[src/rtl/core/seqdw_pkg.sv]
`default_nettype none

package seqdw_pkg;

  // Item kinds carried in bit 0 of the slave-side tuser.
  localparam logic MODE_LOOKUP = 1'b0;
  localparam logic MODE_MARK   = 1'b1;

  // Stream word widths.
  localparam int unsigned S_TDATA_W = 24;
  localparam int unsigned S_TUSER_W = 2;
  localparam int unsigned M_TDATA_W = 8;

  // Bit positions inside the slave-side words.
  localparam int unsigned TUSER_MODE_BIT   = 0;
  localparam int unsigned TUSER_DEFRAG_BIT = 1;
  localparam int unsigned TDATA_CLEAR_BIT  = 16;

  // Commands from the controller to the bitmap memory.
  typedef struct packed {
    logic rd_en;
    logic wr_en;
    logic wipe;
  } mem_ctl_t;

endpackage

`default_nettype wire

[src/rtl/core/seqdw_ctrl.sv]
`default_nettype none

module seqdw_ctrl #(
  parameter int unsigned SEQ_BITS    = 16,
  parameter int unsigned WINDOW_SIZE = 4096,
  parameter int unsigned WORD_BITS   = 32,
  parameter int unsigned ROW_W       = 7
) (
  input  wire logic                     clk_i,
  input  wire logic                     rst_ni,
  input  wire logic                     in_valid_i,
  output logic                          in_ready_o,
  input  wire logic                     in_mode_i,
  input  wire logic [15:0]              in_seq_i,
  input  wire logic                     in_defrag_i,
  input  wire logic                     in_clear_i,
  output logic                          out_valid_o,
  input  wire logic                     out_ready_i,
  output logic                          out_accept_o,
  output seqdw_pkg::mem_ctl_t           mem_ctl_o,
  output logic      [ROW_W-1:0]         mem_rd_addr_o,
  output logic      [ROW_W-1:0]         mem_wr_addr_o,
  output logic      [2*WORD_BITS-1:0]   mem_wr_data_o,
  input  wire logic [2*WORD_BITS-1:0]   mem_rd_data_i
);

  localparam int unsigned IDX_W  = $clog2(WINDOW_SIZE);
  localparam int unsigned COL_W  = $clog2(WORD_BITS);
  localparam int unsigned ROWS   = 1 << ROW_W;
  localparam int unsigned DATA_W = 2 * WORD_BITS;
  localparam logic [32:0] SEQ_MAX33 = (33'd1 << SEQ_BITS) - 33'd1;
  localparam logic [32:0] WIN33     = 33'(WINDOW_SIZE);

  typedef enum logic [4:0] {
    S_IDLE = 5'b00001,
    S_LOOK = 5'b00010,
    S_CRD  = 5'b00100,
    S_CWR  = 5'b01000,
    S_PUSH = 5'b10000
  } state_e;

  state_e              state_q, state_d;
  logic                mode_q, mode_d;
  logic                defrag_q, defrag_d;
  logic                clear_q, clear_d;
  logic [SEQ_BITS-1:0] seq_q, seq_d;
  logic [IDX_W-1:0]    idx_q, idx_d;
  logic [SEQ_BITS-1:0] ref_q, ref_d;
  logic [IDX_W-1:0]    from_q, from_d;
  logic                wrap_q, wrap_d;
  logic [ROW_W-1:0]    row_q, row_d;
  logic [ROW_W:0]      steps_q, steps_d;
  logic                res_q, res_d;
  logic                out_valid_q;
  logic                out_acc_q;

  // Incoming number reduced to SEQ_BITS.
  logic [31:0]         seq_in_ext;
  logic [SEQ_BITS-1:0] seq_in;
  logic [IDX_W-1:0]    idx_in;

  // Window arithmetic on the held item.
  logic [SEQ_BITS-1:0] ref_eff;
  logic                seq_lt;
  logic [SEQ_BITS-1:0] seq_dist;
  logic [32:0]         dist33;
  logic                in_window;
  logic                far_jump;
  logic [31:0]         ref_ext;
  logic [IDX_W-1:0]    from_n;
  logic [IDX_W-1:0]    span_off;
  logic                full_turn;
  logic [ROW_W-1:0]    row_from, row_to;
  logic                wrap_n;
  logic [ROW_W:0]      steps_n;

  // Row update helpers.
  logic [COL_W:0]      bit_sel;
  logic [DATA_W-1:0]   mark_mask;
  logic [WORD_BITS-1:0] lo_mask, hi_mask, clr_mask;
  logic                lo_en, hi_en;

  logic                fin;
  logic                fin_val;
  logic                out_free;
  logic                out_load;
  logic                out_val;

  assign seq_in_ext = {16'b0, in_seq_i} & SEQ_MAX33[31:0];
  assign seq_in     = seq_in_ext[SEQ_BITS-1:0];
  assign idx_in     = seq_in_ext[IDX_W-1:0];

  assign ref_eff   = ((ref_q == '0) || clear_q) ? seq_q : ref_q;
  assign seq_lt    = seq_q < ref_eff;
  assign seq_dist  = ref_eff - seq_q - SEQ_BITS'(seq_lt);
  assign dist33    = 33'(seq_dist);
  assign in_window = dist33 < WIN33;
  assign far_jump  = (SEQ_MAX33 >= WIN33) && (dist33 <= (SEQ_MAX33 - WIN33));

  assign ref_ext   = 32'(ref_eff);
  assign from_n    = ref_ext[IDX_W-1:0] + IDX_W'(1);
  assign span_off  = idx_q - from_n;
  assign full_turn = &span_off;
  assign row_from  = from_n[IDX_W-1:COL_W];
  assign row_to    = idx_q[IDX_W-1:COL_W];
  // A range that starts and ends in one row but wraps round visits every row.
  assign wrap_n    = (row_from == row_to) && (from_n[COL_W-1:0] > idx_q[COL_W-1:0]);
  assign steps_n   = wrap_n ? (ROW_W+1)'(ROWS) : ({1'b0, row_to - row_from} + (ROW_W+1)'(1));

  assign bit_sel   = {defrag_q, idx_q[COL_W-1:0]};
  assign mark_mask = DATA_W'(1) << bit_sel;

  always_comb begin
    for (int j = 0; j < WORD_BITS; j++) begin
      lo_mask[j] = COL_W'(j) >= from_q[COL_W-1:0];
      hi_mask[j] = COL_W'(j) <= idx_q[COL_W-1:0];
    end
  end

  assign lo_en = row_q == from_q[IDX_W-1:COL_W];
  assign hi_en = row_q == idx_q[IDX_W-1:COL_W];

  always_comb begin
    if (lo_en && hi_en) begin
      clr_mask = wrap_q ? (lo_mask | hi_mask) : (lo_mask & hi_mask);
    end else if (lo_en) begin
      clr_mask = lo_mask;
    end else if (hi_en) begin
      clr_mask = hi_mask;
    end else begin
      clr_mask = '1;
    end
  end

  assign out_free   = !out_valid_q || out_ready_i;
  assign in_ready_o = state_q == S_IDLE;

  always_comb begin
    state_d       = state_q;
    mode_d        = mode_q;
    defrag_d      = defrag_q;
    clear_d       = clear_q;
    seq_d         = seq_q;
    idx_d         = idx_q;
    ref_d         = ref_q;
    from_d        = from_q;
    wrap_d        = wrap_q;
    row_d         = row_q;
    steps_d       = steps_q;
    res_d         = res_q;
    mem_ctl_o     = '0;
    mem_rd_addr_o = idx_q[IDX_W-1:COL_W];
    mem_wr_addr_o = row_q;
    mem_wr_data_o = mem_rd_data_i;
    fin           = 1'b0;
    fin_val       = 1'b1;
    out_load      = 1'b0;
    out_val       = res_q;

    case (state_q)
      S_IDLE: begin
        if (in_valid_i) begin
          mode_d          = in_mode_i;
          defrag_d        = in_defrag_i;
          clear_d         = in_clear_i;
          seq_d           = seq_in;
          idx_d           = idx_in;
          mem_ctl_o.rd_en = 1'b1;
          mem_rd_addr_o   = idx_in[IDX_W-1:COL_W];
          state_d         = S_LOOK;
        end
      end
      S_LOOK: begin
        if (mode_q == seqdw_pkg::MODE_MARK) begin
          mem_ctl_o.wr_en = 1'b1;
          mem_wr_addr_o   = idx_q[IDX_W-1:COL_W];
          mem_wr_data_o   = mem_rd_data_i | mark_mask;
          state_d         = S_IDLE;
        end else if (in_window) begin
          // A clear request leaves the number at distance zero in a wiped map.
          ref_d          = ref_eff;
          mem_ctl_o.wipe = clear_q;
          fin            = 1'b1;
          fin_val        = clear_q || !mem_rd_data_i[bit_sel];
        end else if (far_jump || full_turn) begin
          ref_d          = seq_q;
          mem_ctl_o.wipe = 1'b1;
          fin            = 1'b1;
        end else begin
          ref_d   = seq_q;
          from_d  = from_n;
          wrap_d  = wrap_n;
          row_d   = row_from;
          steps_d = steps_n;
          state_d = S_CRD;
        end
      end
      S_CRD: begin
        mem_ctl_o.rd_en = 1'b1;
        mem_rd_addr_o   = row_q;
        state_d         = S_CWR;
      end
      S_CWR: begin
        mem_ctl_o.wr_en = 1'b1;
        mem_wr_addr_o   = row_q;
        mem_wr_data_o   = mem_rd_data_i & ~{clr_mask, clr_mask};
        if (steps_q == (ROW_W+1)'(1)) begin
          fin = 1'b1;
        end else begin
          row_d   = row_q + ROW_W'(1);
          steps_d = steps_q - (ROW_W+1)'(1);
          state_d = S_CRD;
        end
      end
      S_PUSH: begin
        if (out_free) begin
          out_load = 1'b1;
          out_val  = res_q;
          state_d  = S_IDLE;
        end
      end
      default: begin
        state_d = S_IDLE;
      end
    endcase

    if (fin) begin
      if (out_free) begin
        out_load = 1'b1;
        out_val  = fin_val;
        state_d  = S_IDLE;
      end else begin
        res_d   = fin_val;
        state_d = S_PUSH;
      end
    end
  end

  always_ff @(posedge clk_i or negedge rst_ni) begin
    if (!rst_ni) begin
      state_q     <= S_IDLE;
      ref_q       <= '0;
      out_valid_q <= 1'b0;
    end else begin
      state_q <= state_d;
      ref_q   <= ref_d;
      if (out_load) begin
        out_valid_q <= 1'b1;
      end else if (out_ready_i) begin
        out_valid_q <= 1'b0;
      end
    end
  end

  always_ff @(posedge clk_i) begin
    mode_q   <= mode_d;
    defrag_q <= defrag_d;
    clear_q  <= clear_d;
    seq_q    <= seq_d;
    idx_q    <= idx_d;
    from_q   <= from_d;
    wrap_q   <= wrap_d;
    row_q    <= row_d;
    steps_q  <= steps_d;
    res_q    <= res_d;
    if (out_load) begin
      out_acc_q <= out_val;
    end
  end

  assign out_valid_o  = out_valid_q;
  assign out_accept_o = out_acc_q;

endmodule

`default_nettype wire

[config.mk]
export PLATFORM = sky130hd
export DESIGN_NAME = seqdw_ctrl
export DESIGN_NICKNAME = d
export VERILOG_FILES = /design/src/rtl/core/seqdw_pkg.sv /design/src/rtl/core/seqdw_ctrl.sv
export SDC_FILE = /design/constraint.sdc
export NUM_CORES = 1
export LEC_CHECK = 0
export BUFFER_PORTS_ARGS = -buffer_cell sky130_fd_sc_hd__buf_2
export CORE_ASPECT_RATIO = 1.4
export CORE_MARGIN = 2
export CORE_UTILIZATION = 55
export DETAILED_ROUTE_END_ITERATION = 10
export HOLD_SLACK_MARGIN = 0.15
export PLACE_DENSITY_LB_ADDON = 0.05
export SLEW_MARGIN = 15
export SYNTH_ARGS = -nofsm -noshare
export SYNTH_HDL_FRONTEND = slang
export SYNTH_SLANG_ARGS = --single-unit
[constraint.sdc]
create_clock -name clk_i -period 7.95 [get_ports clk_i]
set_input_delay 0.795 -clock clk_i [delete_from_list [all_inputs] [get_ports clk_i]]
set_output_delay 0.795 -clock clk_i [all_outputs]
set_load 0.005 [all_outputs]
==> impl_metrics.py <==
metrics = {
    "die": {
        "fp-row-count": 54,
        "placeableCoreArea_mm2": 0.01547,
        "die-height_um": 152.5,
        "floorplan.initialDensity_pct": 56.00,
        "floorplan.die_area_mm2": 0.01679,
        "io_pins": 171,
        "die_width_um": 110.1,
    },
    "final_layout": {
        "n_fill_cell": 1431,
        "final_stage_net_count": 1398,
        "register_area_mm2": 0.002023,
        "layout_common_cells": "buf_2 (170), nor2_1 (134), a21oi_1 (107)",
        "area_growth_syn_to_layout_pct": 15.42,
        "multi_input_logic_area_mm2": 0.006108,
        "fraction_of_final_layout_cells_sized_beyond_drive_strength_1_pct": 21.49,
        "utilization_pct": 64.64,
        "leading_cell_type_in_the_layout_fill_and_taps_excluded": "buf_2",
    },
    "worst_setup_path": {
        "crit_path_end": "mem_ctl_o[0]",
        "r2r-end": "ref_q[11]",
        "worstPathBufferInverterCount": 2,
        "worst_setup_path_start_kind": "flip-flop",
        "worst_path_max_delay_cell": "edfxtp_1",
        "critical-path-top-delay-family": "simple AND/OR/NAND/NOR gates",
        "path_max_fanout": 20,
        "endpoint_kind": "primary output",
        "rr_worst_depth": 21,
        "critical_path.startpoint": "seq_q[3]",
        "cp.depth": 17,
        "critPathRequiredTime_ps": 7150,
        "r2r_setup_slack_ps": 1340,
        "path_cells": "clkinv_1 > nor2_1 > a21oi_1 > nor3_1 > nor3b_1 > xor2_1 > ha_1 > a21oi_1 > o21a_1 > nand2_1 > o21ai_0 > or4b_2 > o32a_1 > nand3_1 > o21ai_0 > nor2_1 > buf_2",
        "cp_data_arrival_time_ps": 6290,
        "rr_startpoint": "seq_q[3]",
        "setup.worst_path.class": "reg2out",
        "delay_of_the_slowest_cell_on_the_worst_path_ps": 800,
    },
    "clocking": {
        "post-cts-setup-buffers": 0,
        "postCtsHoldBufs": 0,
        "clk_root_buffer_cell": "clkbuf_16",
        "h-tree-depth": 3,
        "ctsLongestPathBuffers": 2,
        "clock_tree_from_tritoncts": "yes",
        "cts_inserted_buffers": 9,
        "clock_sink_count": 71,
        "worstSkewPairLatency_ps": 340,
        "resize_count_post_cts": 0,
        "clock_pin_slew_on_the_worst_setup_and_hold_paths_ps": 50,
    },
    "pwr": {
        "vdd_drop_max_mv": 0.2541,
        "leakage_nw": 4.311,
        "power.density_mw_per_mm2": 272.0,
    },
    "yosys": {
        "synth-edff-count": 49,
        "yosys_warn_count": 0,
        "syn-instance-count": 1104,
        "synth.ff_latch_count": 71,
        "postSynth.asyncResetShare_pct": 30.99,
        "avgSynthCellArea_um2": 7.848,
        "netlist-cell-type-count": 75,
        "post_synthesis_instance_area_mm2": 0.008665,
        "synth_area_leader_cell": "edfxtp_1",
        "seq_area_frac_synth_pct": 23.35,
        "synth-main-ff-cell": "edfxtp_1",
        "fraction_of_synthesized_cell_area_taken_by_the_top_area_cell_type_pct": 16.98,
        "synth.top_cells.by_area": "edfxtp_1 (17%), ha_1 (8.8%), a21oi_1 (6.2%)",
        "synth.net_count": 1260,
    },
    "drt": {
        "totalWireLength_mm": 33.79,
        "antenna_violating_nets_post_route": 0,
        "drc_violations_left": 0,
        "drt_iter0_markers": 925,
        "viasPerCell": 6.470,
        "drt_pre_antenna_iters": 8,
        "vias": 9362,
        "routedWlPerCell_um": 23.35,
    },
    "timing": {
        "fin_crit_sh_pct": 89.11,
        "report.final.hold_viol_count": 0,
        "slew_violations": 0,
        "fmax_mhz": 141.2,
        "post-route-min-period_ps": 7084,
        "report.final.setup_viol": 0,
        "final.setup.tns_ps": 0,
        "worst-slew-pin-transition_ps": 1121,
        "finClkSkew_ps": 5.335,
        "grt_setup_unrepaired": "false",
        "relSlewSlack_pct": 24.73,
    },
    "worst_hold_path": {
        "hold_path_class": "in2async",
    },
    "place": {
        "place_congestion": 1.041,
        "numPortBuffers": 170,
        "hpwlAfterDp_mm": 25.17,
    },
    "global_route": {
        "globalRouteOverflowTotal": 0,
        "aggregate_global_route_resource_usage_pct": 40.96,
        "wire_length_of_the_first_global_routing_pass_mm": 51.69,
        "first_global_vias": 9258,
        "grt_start_max_net_pins": 48,
        "antenna_found_initial": 1,
    },
    "status": {
        "run_status": "complete, no violations",
    },
    "run": {
        "total_of_max_cap_violations": 0,
    },
}
[how the worst min path moves through the flow]
| stage | endpoint |
|---|---|
| finish | ref_q[14] |
| global route | out_valid_o |
| CTS | out_valid_o |
| detailed placement | out_accept_o |
| global placement | ref_q[15] |
| floorplan | out_valid_o |
[stage by stage]
step / worst slack, ps / total power [mW] / area [um2] / hold slack, ps / cells
final: 866.0 / 2.720 / 10000 / 450.9 / 1447
after global routing: 504.8 / 2.935 / 9993 / 473.4 / 1444
after CTS: 981.1 / 2.694 / 9991 / 456.7 / 1443
after detailed placement: 1314 / 2.251 / 9678 / 540.2 / 1427
after global placement: 1607 / 2.222 / 9678 / 523.1 / 1427
after floorplan: 1733 / 1.812 / 8665 / 499.4 / 1104
[cells in the mapped netlist (all sizes together) (11+ instances only)]
| library cell | instances |
|---|---|
| nor2 | 134 |
| a21oi | 108 |
| nand2 | 101 |
| o21ai | 86 |
| inv | 74 |
| ha | 61 |
| clkbuf | 57 |
| edfxtp | 49 |
| xnor2 | 31 |
| nand3 | 30 |
| nor3 | 27 |
| xor2 | 26 |
| mux2 | 24 |
| dfrtp | 21 |
| mux4 | 21 |
| a31oi | 19 |
| nor2b | 16 |
| a22oi | 15 |
| mux2i | 12 |
| nand2b | 12 |
| and3 | 11 |
| nand4 | 11 |
| nor4 | 11 |
[routing by layer]
metal | track usage [%] | vias up | part of all wire, %
met5 | 0.9317 | - | 0
met4 | 34.90 | 0 | 9.7
met3 | 14.16 | 183 | 10
met2 | 64.04 | 559 | 47
met1 | 42.78 | 4343 | 33
li1 | - | 4277 | -
[where the power goes]
part / leakage (nW) / internal, mW / switching, mW / total [mW]
combinational: 3.44 / 0.691 / 0.982 / 1.67
clock: 0.147 / 0.272 / 0.158 / 0.430
sequential: 0.722 / 0.508 / 0.108 / 0.616
[sequential cells by signal (all words and copies together) (netlist names), 5 cells and up]
register	flops
row_q	7
state_q	5
ref_q	16
steps_q	8
seq_q	16
from_q	12
[cells by family after synthesis]
| group | count (synthesis) | synth area share (%) |
|---|---|---|
| compound gates | 313 | 22.17 |
| flops | 71 | 23.35 |
| mux | 57 | 10.40 |
| simple gates | 396 | 21.37 |
| fa+ha+maj | 69 | 10.66 |
| xor+xnor | 57 | 5.762 |
| buf+inv | 141 | 6.296 |
[area by class of cell]
type                    instances  area share, %
well taps                     196          2.452
multi-input cells             892          61.08
clock inverters                 7         0.8758
diodes                          4         0.1001
clock buffers                   9          2.252
repair buffers                192          10.16
inverters                      76          2.853
flip-flops and latches         71          20.23
(Power assumes the default switching activity.)
